**src/hdl/hpc_pkg.sv**
```systemverilog
`default_nettype none

package hpc_pkg;

  // Field widths fixed by the stream format.
  localparam int SAMPLE_W   = 16;
  localparam int SLOPE_W    = SAMPLE_W + 1;
  localparam int INDEX_W    = 32;
  localparam int BEAT_W     = 16;
  localparam int THRESH_W   = 21;
  localparam int GAP_W      = 16;
  localparam int CFG_DATA_W = 21;
  localparam int CFG_IDX_W  = 1;

  // Default half window of the slope line and reset values of the registers.
  localparam int WINDOW_DEF = 15;
  localparam logic [THRESH_W-1:0] PEAK_THRESHOLD_RST = THRESH_W'(40);
  localparam logic [GAP_W-1:0]    MIN_PEAK_GAP_RST   = GAP_W'(40);

  // Depth of the queue between front and back end (power of two).
  localparam int QUEUE_DEPTH = 2;

  typedef enum logic [CFG_IDX_W-1:0] {
    CFG_PEAK_THRESHOLD = 1'b0,
    CFG_MIN_PEAK_GAP   = 1'b1
  } cfg_reg_t;

  typedef struct packed {
    logic signed [SAMPLE_W-1:0] sample;
  } hpc_in_t;

  typedef struct packed {
    logic                       smoothed_valid;
    logic signed [SAMPLE_W-1:0] smoothed_sample;
    logic                       peak_found;
    logic [INDEX_W-1:0]         peak_index;
    logic                       beat_found;
    logic [BEAT_W-1:0]          beat_count;
  } hpc_out_t;

  // One classified item handed from the front end to the back end.
  typedef struct packed {
    logic                       smoothed_valid;
    logic signed [SAMPLE_W-1:0] smoothed_sample;
    logic                       slope_valid;
    logic signed [SLOPE_W-1:0]  slope;
    logic                       check;
    logic [INDEX_W-1:0]         index;
  } hpc_rec_t;

endpackage

`default_nettype wire

```
**src/hdl/hpc_in_if.sv**
```systemverilog
`default_nettype none

interface hpc_in_if;
  logic             valid;
  logic             ready;
  hpc_pkg::hpc_in_t payload;

  modport source (output valid, output payload, input ready);
  modport sink (input valid, input payload, output ready);
endinterface

`default_nettype wire

```
**src/hdl/hpc_out_if.sv**
```systemverilog
`default_nettype none

interface hpc_out_if;
  logic              valid;
  logic              ready;
  hpc_pkg::hpc_out_t payload;

  modport source (output valid, output payload, input ready);
  modport sink (input valid, input payload, output ready);
endinterface

`default_nettype wire

```
**src/hdl/hpc_front.sv**
```systemverilog
`default_nettype none

// Sample delay line, spike repair and slope forming. One item per accepted sample.
module hpc_front #(
  parameter int WINDOW = hpc_pkg::WINDOW_DEF
) (
  input  wire logic                               clk,
  input  wire logic                               rst_n,
  input  wire logic                               push,
  input  wire logic signed [hpc_pkg::SAMPLE_W-1:0] sample,
  output hpc_pkg::hpc_rec_t                        rec
);

  localparam int SW = hpc_pkg::SAMPLE_W;
  localparam int DW = hpc_pkg::SLOPE_W;
  localparam int IW = hpc_pkg::INDEX_W;
  localparam logic [IW-1:0] CHECK_START = IW'(2 * WINDOW + 3);
  localparam logic [IW-1:0] IDX_OFFSET  = IW'(WINDOW + 2);

  logic signed [SW-1:0] line_r [0:3];
  logic signed [DW-1:0] prev_slope_r;
  logic [IW-1:0]        cnt_r;

  logic signed [SW-1:0] l0, l1, l2, l3, l4, l2_fin;
  logic signed [DW-1:0] dnew;
  logic signed [DW:0]   ddiff;
  logic [DW:0]          mag_diff, mag_prev;
  logic signed [SW+1:0] acc, acc_adj;
  logic                 repair;

  always_comb begin
    l0 = line_r[0];
    l1 = line_r[1];
    l2 = line_r[2];
    l3 = line_r[3];
    l4 = sample;
    dnew = DW'(l2) - DW'(l1);
    ddiff = (DW + 1)'(dnew) - (DW + 1)'(prev_slope_r);
    mag_diff = ddiff[DW] ? (DW + 1)'(-ddiff) : (DW + 1)'(ddiff);
    mag_prev = prev_slope_r[DW-1] ? (DW + 1)'(-(DW + 1)'(prev_slope_r))
                                  : (DW + 1)'(prev_slope_r);
    repair = (cnt_r >= IW'(4)) && (mag_diff > mag_prev);
    acc = (SW + 2)'(l0) + (SW + 2)'(l1) + (SW + 2)'(l3) + (SW + 2)'(l4);
    // Division by four rounds toward zero, so negative sums are biased first.
    acc_adj = acc + (acc[SW+1] ? (SW + 2)'(3) : (SW + 2)'(0));
    l2_fin = repair ? SW'(acc_adj >>> 2) : l2;

    rec.smoothed_valid  = cnt_r >= IW'(2);
    rec.smoothed_sample = rec.smoothed_valid ? l2_fin : '0;
    rec.slope_valid     = cnt_r >= IW'(3);
    rec.slope           = dnew;
    rec.check           = cnt_r >= CHECK_START;
    rec.index           = cnt_r - IDX_OFFSET;
  end

  always_ff @(posedge clk) begin
    if (!rst_n) begin
      for (int k = 0; k < 4; k++) begin
        line_r[k] <= '0;
      end
      prev_slope_r <= '0;
      cnt_r <= '0;
    end else if (push) begin
      line_r[0] <= l1;
      line_r[1] <= l2_fin;
      line_r[2] <= l3;
      line_r[3] <= l4;
      if (rec.slope_valid) begin
        prev_slope_r <= dnew;
      end
      if (cnt_r != '1) begin
        cnt_r <= cnt_r + IW'(1);
      end
    end
  end

endmodule

`default_nettype wire

```
**src/hdl/hpc_queue.sv**
```systemverilog
`default_nettype none

// Small first-in first-out queue of classified items.
module hpc_queue (
  input  wire logic         clk,
  input  wire logic         rst_n,
  input  wire logic         push,
  input  hpc_pkg::hpc_rec_t push_rec,
  output logic              full,
  input  wire logic         pop,
  output hpc_pkg::hpc_rec_t pop_rec,
  output logic              empty
);

  localparam int DEPTH = hpc_pkg::QUEUE_DEPTH;
  localparam int PW    = (DEPTH > 1) ? $clog2(DEPTH) : 1;
  localparam int CW    = $clog2(DEPTH + 1);

  hpc_pkg::hpc_rec_t store_r [0:DEPTH-1];
  logic [PW-1:0]     wr_ptr_r, rd_ptr_r;
  logic [CW-1:0]     count_r;

  assign full    = count_r == CW'(DEPTH);
  assign empty   = count_r == '0;
  assign pop_rec = store_r[rd_ptr_r];

  always_ff @(posedge clk) begin
    if (push) begin
      store_r[wr_ptr_r] <= push_rec;
    end
  end

  always_ff @(posedge clk) begin
    if (!rst_n) begin
      wr_ptr_r <= '0;
      rd_ptr_r <= '0;
      count_r  <= '0;
    end else begin
      if (push) begin
        wr_ptr_r <= wr_ptr_r + PW'(1);
      end
      if (pop) begin
        rd_ptr_r <= rd_ptr_r + PW'(1);
      end
      if (push && !pop) begin
        count_r <= count_r + CW'(1);
      end else if (pop && !push) begin
        count_r <= count_r - CW'(1);
      end
    end
  end

endmodule

`default_nettype wire

```
**src/hdl/hpc_back.sv**
```systemverilog
`default_nettype none

// Slope line with running window sums, peak test and beat clustering.
module hpc_back #(
  parameter int WINDOW = hpc_pkg::WINDOW_DEF
) (
  input  wire logic                         clk,
  input  wire logic                         rst_n,
  input  wire logic                         q_empty,
  input  hpc_pkg::hpc_rec_t                 q_rec,
  output logic                              q_pop,
  input  wire logic [hpc_pkg::THRESH_W-1:0] peak_threshold,
  input  wire logic [hpc_pkg::GAP_W-1:0]    min_peak_gap,
  output logic                              out_valid,
  input  wire logic                         out_ready,
  output hpc_pkg::hpc_out_t                 out_payload
);

  localparam int DW    = hpc_pkg::SLOPE_W;
  localparam int IW    = hpc_pkg::INDEX_W;
  localparam int BW    = hpc_pkg::BEAT_W;
  localparam int TW    = hpc_pkg::THRESH_W;
  localparam int SPAN  = 2 * WINDOW + 1;
  localparam int SUM_W = DW + $clog2(WINDOW + 1);
  localparam int CMP_W = (SUM_W + 1 > TW + 1) ? SUM_W + 1 : TW + 1;

  logic signed [DW-1:0]    slope_r [0:SPAN-1];
  logic signed [SUM_W-1:0] sum_before_r, sum_after_r;
  logic                    a_valid_r;
  hpc_pkg::hpc_rec_t       a_rec_r;

  logic [IW-1:0]           last_peak_r;
  logic                    seen_peak_r;
  logic [BW-1:0]           beats_r;
  logic                    out_valid_r;
  hpc_pkg::hpc_out_t       out_r;

  logic                    adv_out, take_a;
  logic signed [CMP_W-1:0] diff, thr_ext;
  logic                    peak, gap_ok, beat;
  logic [IW:0]             idx_gap;
  logic [BW-1:0]           beats_nxt;

  assign adv_out = !out_valid_r || out_ready;
  assign take_a  = !a_valid_r || adv_out;
  assign q_pop   = !q_empty && take_a;

  always_comb begin
    diff    = CMP_W'(sum_before_r) - CMP_W'(sum_after_r);
    thr_ext = $signed(CMP_W'(peak_threshold));
    peak    = a_rec_r.check && (diff > thr_ext) && (slope_r[WINDOW] == '0);
    idx_gap = {1'b0, a_rec_r.index} - {1'b0, last_peak_r};
    gap_ok  = !idx_gap[IW] && (idx_gap[IW-1:0] >= IW'(min_peak_gap));
    beat    = peak && (!seen_peak_r || gap_ok);
    beats_nxt = (beat && beats_r != '1) ? beats_r + BW'(1) : beats_r;
  end

  // Slope stage: shift the line and keep both window sums current.
  always_ff @(posedge clk) begin
    if (!rst_n) begin
      for (int k = 0; k < SPAN; k++) begin
        slope_r[k] <= '0;
      end
      sum_before_r <= '0;
      sum_after_r  <= '0;
      a_valid_r    <= 1'b0;
    end else if (q_pop) begin
      a_valid_r <= 1'b1;
      if (q_rec.slope_valid) begin
        for (int k = 0; k < SPAN - 1; k++) begin
          slope_r[k] <= slope_r[k+1];
        end
        slope_r[SPAN-1] <= q_rec.slope;
        sum_before_r <= sum_before_r + SUM_W'(slope_r[WINDOW]) - SUM_W'(slope_r[0]);
        sum_after_r  <= sum_after_r + SUM_W'(q_rec.slope) - SUM_W'(slope_r[WINDOW+1]);
      end
    end else if (adv_out) begin
      a_valid_r <= 1'b0;
    end
  end

  always_ff @(posedge clk) begin
    if (q_pop) begin
      a_rec_r <= q_rec;
    end
  end

  // Result stage: peak decision, beat clustering and the output register.
  always_ff @(posedge clk) begin
    if (!rst_n) begin
      out_valid_r <= 1'b0;
      last_peak_r <= '0;
      seen_peak_r <= 1'b0;
      beats_r     <= '0;
    end else if (adv_out) begin
      out_valid_r <= a_valid_r;
      if (a_valid_r) begin
        beats_r <= beats_nxt;
        if (peak) begin
          last_peak_r <= a_rec_r.index;
          seen_peak_r <= 1'b1;
        end
      end
    end
  end

  always_ff @(posedge clk) begin
    if (adv_out && a_valid_r) begin
      out_r.smoothed_valid  <= a_rec_r.smoothed_valid;
      out_r.smoothed_sample <= a_rec_r.smoothed_sample;
      out_r.peak_found      <= peak;
      out_r.peak_index      <= peak ? a_rec_r.index : '0;
      out_r.beat_found      <= beat;
      out_r.beat_count      <= beats_nxt;
    end
  end

  assign out_valid   = out_valid_r;
  assign out_payload = out_r;

endmodule

`default_nettype wire

```
**src/hdl/heartbeat_peak_counter.sv**
```systemverilog
// Streaming heart-beat counter. Each input item carries one signed 16-bit sensor
// sample; each one produces exactly one result item, in order, holding the
// smoothed sample leaving the delay line (once two samples have been seen), a
// peak flag with its zero-based index, a beat flag and the saturating beat count.
// Both channels use a valid/ready handshake; an item moves on a rising edge at
// which valid and ready are both high. The user must write configuration
// through cfg_wr_en, cfg_index and cfg_wdata only while the block is idle;
// the block does not enforce this. Index 0 is the peak threshold, index 1 the
// minimum gap between beat clusters. Throughput is one item per clock cycle,
// sustained while out_ch.ready stays high, because the delay lines and the
// running window sums each need only one update per sample. A result passes
// from the queue through the slope stage into the output register.
// Synchronous active-low reset clears the delay lines, slope line, sums,
// counters and handshake state and restores both thresholds to 40.
// When the receiver stalls, the output register holds its item, the slope stage
// and the two-entry queue fill, and only then is in_ch.ready dropped.

`default_nettype none

module heartbeat_peak_counter #(
  parameter int WINDOW = hpc_pkg::WINDOW_DEF
) (
  input  wire logic                           clk,
  input  wire logic                           rst_n,
  hpc_in_if.sink                              in_ch,
  hpc_out_if.source                           out_ch,
  input  wire logic                           cfg_wr_en,
  input  wire logic [hpc_pkg::CFG_IDX_W-1:0]  cfg_index,
  input  wire logic [hpc_pkg::CFG_DATA_W-1:0] cfg_wdata
);

  logic [hpc_pkg::THRESH_W-1:0] peak_threshold_r;
  logic [hpc_pkg::GAP_W-1:0]    min_peak_gap_r;

  logic              push, q_full, q_empty, q_pop;
  hpc_pkg::hpc_rec_t front_rec, queue_rec;

  // Configuration registers; only the low bits that each register holds are kept.
  always_ff @(posedge clk) begin
    if (!rst_n) begin
      peak_threshold_r <= hpc_pkg::PEAK_THRESHOLD_RST;
      min_peak_gap_r   <= hpc_pkg::MIN_PEAK_GAP_RST;
    end else if (cfg_wr_en) begin
      case (hpc_pkg::cfg_reg_t'(cfg_index))
        hpc_pkg::CFG_PEAK_THRESHOLD: begin
          peak_threshold_r <= cfg_wdata[hpc_pkg::THRESH_W-1:0];
        end
        hpc_pkg::CFG_MIN_PEAK_GAP: begin
          min_peak_gap_r <= cfg_wdata[hpc_pkg::GAP_W-1:0];
        end
        default: begin
        end
      endcase
    end
  end

  // The front end runs whenever the queue has room, so input is held up only
  // once results waiting to be taken have filled the queue.
  assign in_ch.ready = !q_full;
  assign push        = in_ch.valid && !q_full;

  hpc_front #(
    .WINDOW (WINDOW)
  ) u_front (
    .clk    (clk),
    .rst_n  (rst_n),
    .push   (push),
    .sample (in_ch.payload.sample),
    .rec    (front_rec)
  );

  hpc_queue u_queue (
    .clk      (clk),
    .rst_n    (rst_n),
    .push     (push),
    .push_rec (front_rec),
    .full     (q_full),
    .pop      (q_pop),
    .pop_rec  (queue_rec),
    .empty    (q_empty)
  );

  hpc_back #(
    .WINDOW (WINDOW)
  ) u_back (
    .clk            (clk),
    .rst_n          (rst_n),
    .q_empty        (q_empty),
    .q_rec          (queue_rec),
    .q_pop          (q_pop),
    .peak_threshold (peak_threshold_r),
    .min_peak_gap   (min_peak_gap_r),
    .out_valid      (out_ch.valid),
    .out_ready      (out_ch.ready),
    .out_payload    (out_ch.payload)
  );

endmodule

`default_nettype wire

```
**src/flat_wrapper.sv**
```systemverilog
// flat-port wrapper written by rule: the top's interface ports become plain ports
module heartbeat_peak_counter_flat 
#(
  parameter int WINDOW = hpc_pkg::WINDOW_DEF
)
  (clk, rst_n, cfg_wr_en, cfg_index, cfg_wdata, in_ch_valid, in_ch_payload, in_ch_ready, out_ch_valid, out_ch_payload, out_ch_ready);
  hpc_in_if in_ch_i ();
  hpc_out_if out_ch_i ();
  input  wire logic clk;
  input  wire logic rst_n;
  input  wire logic cfg_wr_en;
  input  wire logic [hpc_pkg::CFG_IDX_W-1:0] cfg_index;
  input  wire logic [hpc_pkg::CFG_DATA_W-1:0] cfg_wdata;
  input wire logic [$bits(in_ch_i.valid)-1:0] in_ch_valid;
  input wire logic [$bits(in_ch_i.payload)-1:0] in_ch_payload;
  output wire logic [$bits(in_ch_i.ready)-1:0] in_ch_ready;
  output wire logic [$bits(out_ch_i.valid)-1:0] out_ch_valid;
  output wire logic [$bits(out_ch_i.payload)-1:0] out_ch_payload;
  input wire logic [$bits(out_ch_i.ready)-1:0] out_ch_ready;
  assign in_ch_i.valid = in_ch_valid;
  assign in_ch_i.payload = in_ch_payload;
  assign in_ch_ready = in_ch_i.ready;
  assign out_ch_valid = out_ch_i.valid;
  assign out_ch_payload = out_ch_i.payload;
  assign out_ch_i.ready = out_ch_ready;
  heartbeat_peak_counter #(.WINDOW(WINDOW)) u_core (.clk(clk), .rst_n(rst_n), .in_ch(in_ch_i), .out_ch(out_ch_i), .cfg_wr_en(cfg_wr_en), .cfg_index(cfg_index), .cfg_wdata(cfg_wdata));
endmodule
```
**config.mk**
```make
export PLATFORM = sky130hd
export DESIGN_NAME = heartbeat_peak_counter_flat
export DESIGN_NICKNAME = d
export VERILOG_FILES = /design/src/hdl/hpc_pkg.sv /design/src/hdl/hpc_in_if.sv /design/src/hdl/hpc_out_if.sv /design/src/hdl/hpc_front.sv /design/src/hdl/hpc_queue.sv /design/src/hdl/hpc_back.sv /design/src/hdl/heartbeat_peak_counter.sv /design/src/flat_wrapper.sv
export SDC_FILE = /design/constraint.sdc
export NUM_CORES = 2
export LEC_CHECK = 0
export ABC_AREA = 0
export BUFFER_PORTS_ARGS = -buffer_cell sky130_fd_sc_hd__buf_2
export CAP_MARGIN = 20
export CORE_AREA = 2 2 281 283
export CTS_CLUSTER_DIAMETER = 200
export DETAILED_ROUTE_END_ITERATION = 7
export DIE_AREA = 0 0 283 285
export PLACE_DENSITY_LB_ADDON = 0.08
export SYNTH_ARGS = -nofsm -noshare
export SYNTH_HDL_FRONTEND = slang
export SYNTH_SLANG_ARGS = --single-unit
```
**constraint.sdc**
```tcl
create_clock -name clk -period 28.8 [get_ports clk]
set_clock_uncertainty 0.2 [all_clocks]
set_input_delay 0 -clock clk [delete_from_list [all_inputs] [get_ports clk]]
set_output_delay 0 -clock clk [all_outputs]
set_load 0.05 [all_outputs]
```
==> impl_metrics.py <==
metrics = {
    "sta": {
        "hold_viol": 0,
        "finalCritPeriodShare": 0.284,
        "timing.hold.ws_ns": 0.0302,
        "rsz0062_at_grt": "no",
        "worst_slew_pin_slew_ns": 1.14,
        "final-setup-viol-count": 0,
        "fmax_mhz": 122,
        "setup_tns_ns": 0,
        "finalCriticalPeriod_ns": 8.17,
        "slew_headroom": 0.242,
        "maxSlewViolCount": 0,
    },
    "pwr": {
        "power_density_mw_per_mm2": 104,
        "irDropWorstVdd_uv": 61.2,
        "clockPowerShare": 0.238,
        "combPwrFrac": 0.398,
        "total_power_uw": 5750,
        "power.switching_uw": 2070,
        "seqPwrFrac": 0.364,
        "internal_power_uw": 3680,
        "power_leakage_uw": 0.0209,
        "swShare": 0.360,
    },
    "final_layout": {
        "num_antenna_cells": 0,
        "syn_to_final_growth_pct": 12.0,
        "drive_gt1_frac": 0.0949,
        "fin_nets": 4610,
        "final_area_mm2": 0.0553,
    },
    "drt": {
        "viasPerCell": 5.61,
        "routed_wl_um": 98600,
        "num_vias": 30400,
        "drtIter0Drc": 2055,
        "post_drt_wl_per_cell_um": 18.2,
        "first_pass_iters": 5,
        "ant_nets": 0,
        "drc_errors": 0,
    },
    "critical_path": {
        "cpMostUsedCell": "a21o_1",
        "critPathMaxStageDelay_ns": 0.69,
        "end_kind": "flop",
        "worst_ep_arrival_time_ns": 8.39,
        "critPathRequiredTime_ns": 29.02,
        "crit_type": "reg -> reg",
        "reg2regPathDepth": 36,
        "slowest_stage": "o22ai_1",
        "cp_max_fo": 30,
        "rr_endpoint": "u_core.u_queue.store_r[0][66]",
        "start_kind": "flop",
        "r2r_setup_slack_ns": 20.63,
        "r2r_start": "u_core.u_front.line_r[2][0]",
    },
    "clock_network": {
        "tritoncts": "done",
        "cts.sinks": 1028,
        "cts.clk_slew.worst_paths_ns": 0.06,
        "cts.repair.resized": 0,
        "cts.path.max_buffers": 3,
        "cts_buffers": 104,
        "insertion_delay_ns": 0.67,
        "cts-root-buf": "clkbuf_16",
        "h-tree-depth": 3,
    },
    "floorplan": {
        "die_x_um": 283,
        "die_area_mm2": 0.0807,
        "num_rows": 103,
        "io_pins": 112,
        "fp.dieH_um": 285,
        "initial_core_util": 0.633,
        "core_mm2": 0.0780,
    },
    "global_route": {
        "grtUsageTotal": 0.245,
        "grt_pass1_vias": 29700,
        "grt_antenna_before_repair": 0,
        "overflow": 0,
        "grt_max_degree": 299,
        "grt_pass1_wl_um": 158000,
    },
    "yosys": {
        "async_flop_share": 0,
        "netlist_instances": 4109,
        "synth_area_per_cell_um2": 12.0,
        "yosysSeqAreaShare": 0.588,
        "yosys.area.top_type": "edfxtp_1",
        "syn_nets": 4438,
        "synth_area_mm2": 0.0494,
        "synth_area_leaders": "edfxtp_1 (51%), dfxtp_1 (7.5%), and2_1 (6.9%), ha_1 (5.3%), fa_1 (3.1%)",
        "synth_commonest_cells": "edfxtp_1 (844), and2_1 (542), inv_1 (307), nand2_1 (264)",
        "synth_warnings": 0,
        "yosysMostFrequentCell": "edfxtp_1",
        "netlist.area_leader.share": 0.514,
        "synth-main-ff-cell": "edfxtp_1",
        "synth_edf_count": 844,
        "ys_seq_elements": 1028,
        "yosysUniqueCellTypes": 94,
    },
    "hold_path": {
        "hold_start": "in_ch_payload[6]",
        "holdPathEnd": "u_core.u_front.line_r[3][6]",
        "min_path_type": "in -> reg",
        "min_path_cells": 3,
    },
    "place": {
        "place_congestion": 0.934,
        "placed_area_mm2": 0.0508,
        "port_buffers": 111,
        "dp_hpwl_um": 64500,
    },
    "outcome": {
        "status": "finished, final reports clean",
    },
    "flow_run": {
        "maxCapViolations": 0,
    },
}
cell families (layout without fill, tap and decap cells):
family                     count (synthesis)  after routing  share of synthesized area
adders and majority gates                286            286                     0.0842
xor gates and xnor gates                 221            221                     0.0395
DFF                                     1028           1028                      0.588
other                                      1              1                  0.0000760
buffers and inverters                    470            732                     0.0365
muxes                                     86             86                     0.0189
AOI/OAI and AO/OA                        624            624                     0.0818
and+or+nand+nor                         1393           1393                      0.151
how the worst max path moves through the flow:
stage	startpoint	to	slack, ns	depth (start not counted)
after floorplan	u_core.u_back.out_valid	u_core.u_back.sum_after_r[4]	11.14	8
after global placement	u_core.u_front.line_r[2][0]	u_core.u_queue.store_r[0][66]	20.91	36
after detailed placement	u_core.u_front.line_r[2][0]	u_core.u_queue.store_r[0][66]	20.77	36
after CTS	u_core.u_front.line_r[2][0]	u_core.u_queue.store_r[1][66]	20.68	36
after global routing	u_core.u_front.line_r[2][0]	u_core.u_front.line_r[1][4]	20.01	35
final	u_core.u_front.line_r[2][0]	u_core.u_queue.store_r[0][66]	20.63	36
cell type report:
| class | count | area, um^2 |
|---|---|---|
| timing repair buffer | 228 | 1730 |
| multi-input combinational | 2611 | 18500 |
| clock buffer | 133 | 2810 |
| inverter | 308 | 1170 |
| fill | 5508 | 22700 |
| tap | 1050 | 1310 |
| clock inverter | 63 | 684 |
| sequential | 1028 | 29000 |
critical path: cells and delay by family (launching register included):
family          cells  cell delay, ns
buf+inv             3            0.42
fa+ha+maj           4            1.23
flops               1            0.36
compound gates     20            4.40
xor+xnor            2            0.46
simple gates        7            0.81
power by group through the flow:
stage | Clock [uW] | Combinational, uW | Sequential, uW
2_1_floorplan | 0 | 1670 | 2270
3_3_place_gp | 0 | 2200 | 2120
3_5_place_dp | 0 | 2250 | 2130
4_1_cts | 1390 | 2280 | 2100
5_1_grt | 1450 | 2570 | 2120
6_report | 1370 | 2290 | 2090
cells in the final DEF, fill, tap and decap left out, types with 13 or more instances in the layout:
cell type and n:
a211oi_1 17, a21o_1 40, a21oi_1 225, and2_1 542, and3_1 54, and4_1 13, buf_2 110, buf_4 22
clkbuf_1 21, clkbuf_16 106, clkinv_2 23, dfxtp_1 183, dlygate4sd3_1 91, edfxtp_1 844, fa_1 77, ha_1 209
inv_1 304, mux2_2 56, mux2i_1 30, nand2_1 262, nand2b_1 21, nand3_1 79, nand4_1 27, nor2_1 223
nor2b_1 25, nor3_1 48, nor4_1 18, o211ai_1 21, o21a_1 29, o21ai_0 97, o21bai_1 26, o22ai_1 33
o31ai_1 16, or3_1 22, or4_1 13, xnor2_1 124, xor2_1 95
repair_timing:
action	4_1_cts	5_1_grt
hold endpoints to repair	108	0
buffers inserted	0	0
hold buffers	91	0
endpoints found under the setup margin	0	0
flip-flops by register name, indices dropped and copies added (netlist names), 32 cells and up, named ones only:
signal                     cells
u_core.u_back.slope_r        527
u_core.u_queue.store_r       136
u_core.u_back.out_payload     67
u_core.u_front.line_r         64
u_core.u_back.a_rec_r         50
u_core.u_back.last_peak_r     32
u_core.u_front.cnt_r          32
per-stage QoR:
step,cells,util,worst slack (ns)
after global routing,5421,0.709,20.01
after floorplan,4109,-,11.14
final,5421,0.709,20.63
after global placement,5132,0.652,20.91
after CTS,5420,0.709,20.68
after detailed placement,5133,0.652,20.77
per-layer routing:
layer  routed length, um  up-vias  GRT usage
li1                    -    14800          -
met1               45800    14800      0.355
met2               46200      653      0.393
met3                4340      140     0.0297
met4                2290        0     0.0714
met5                   0        -          0
No activity file was read; power rests on OpenSTA's default activity.
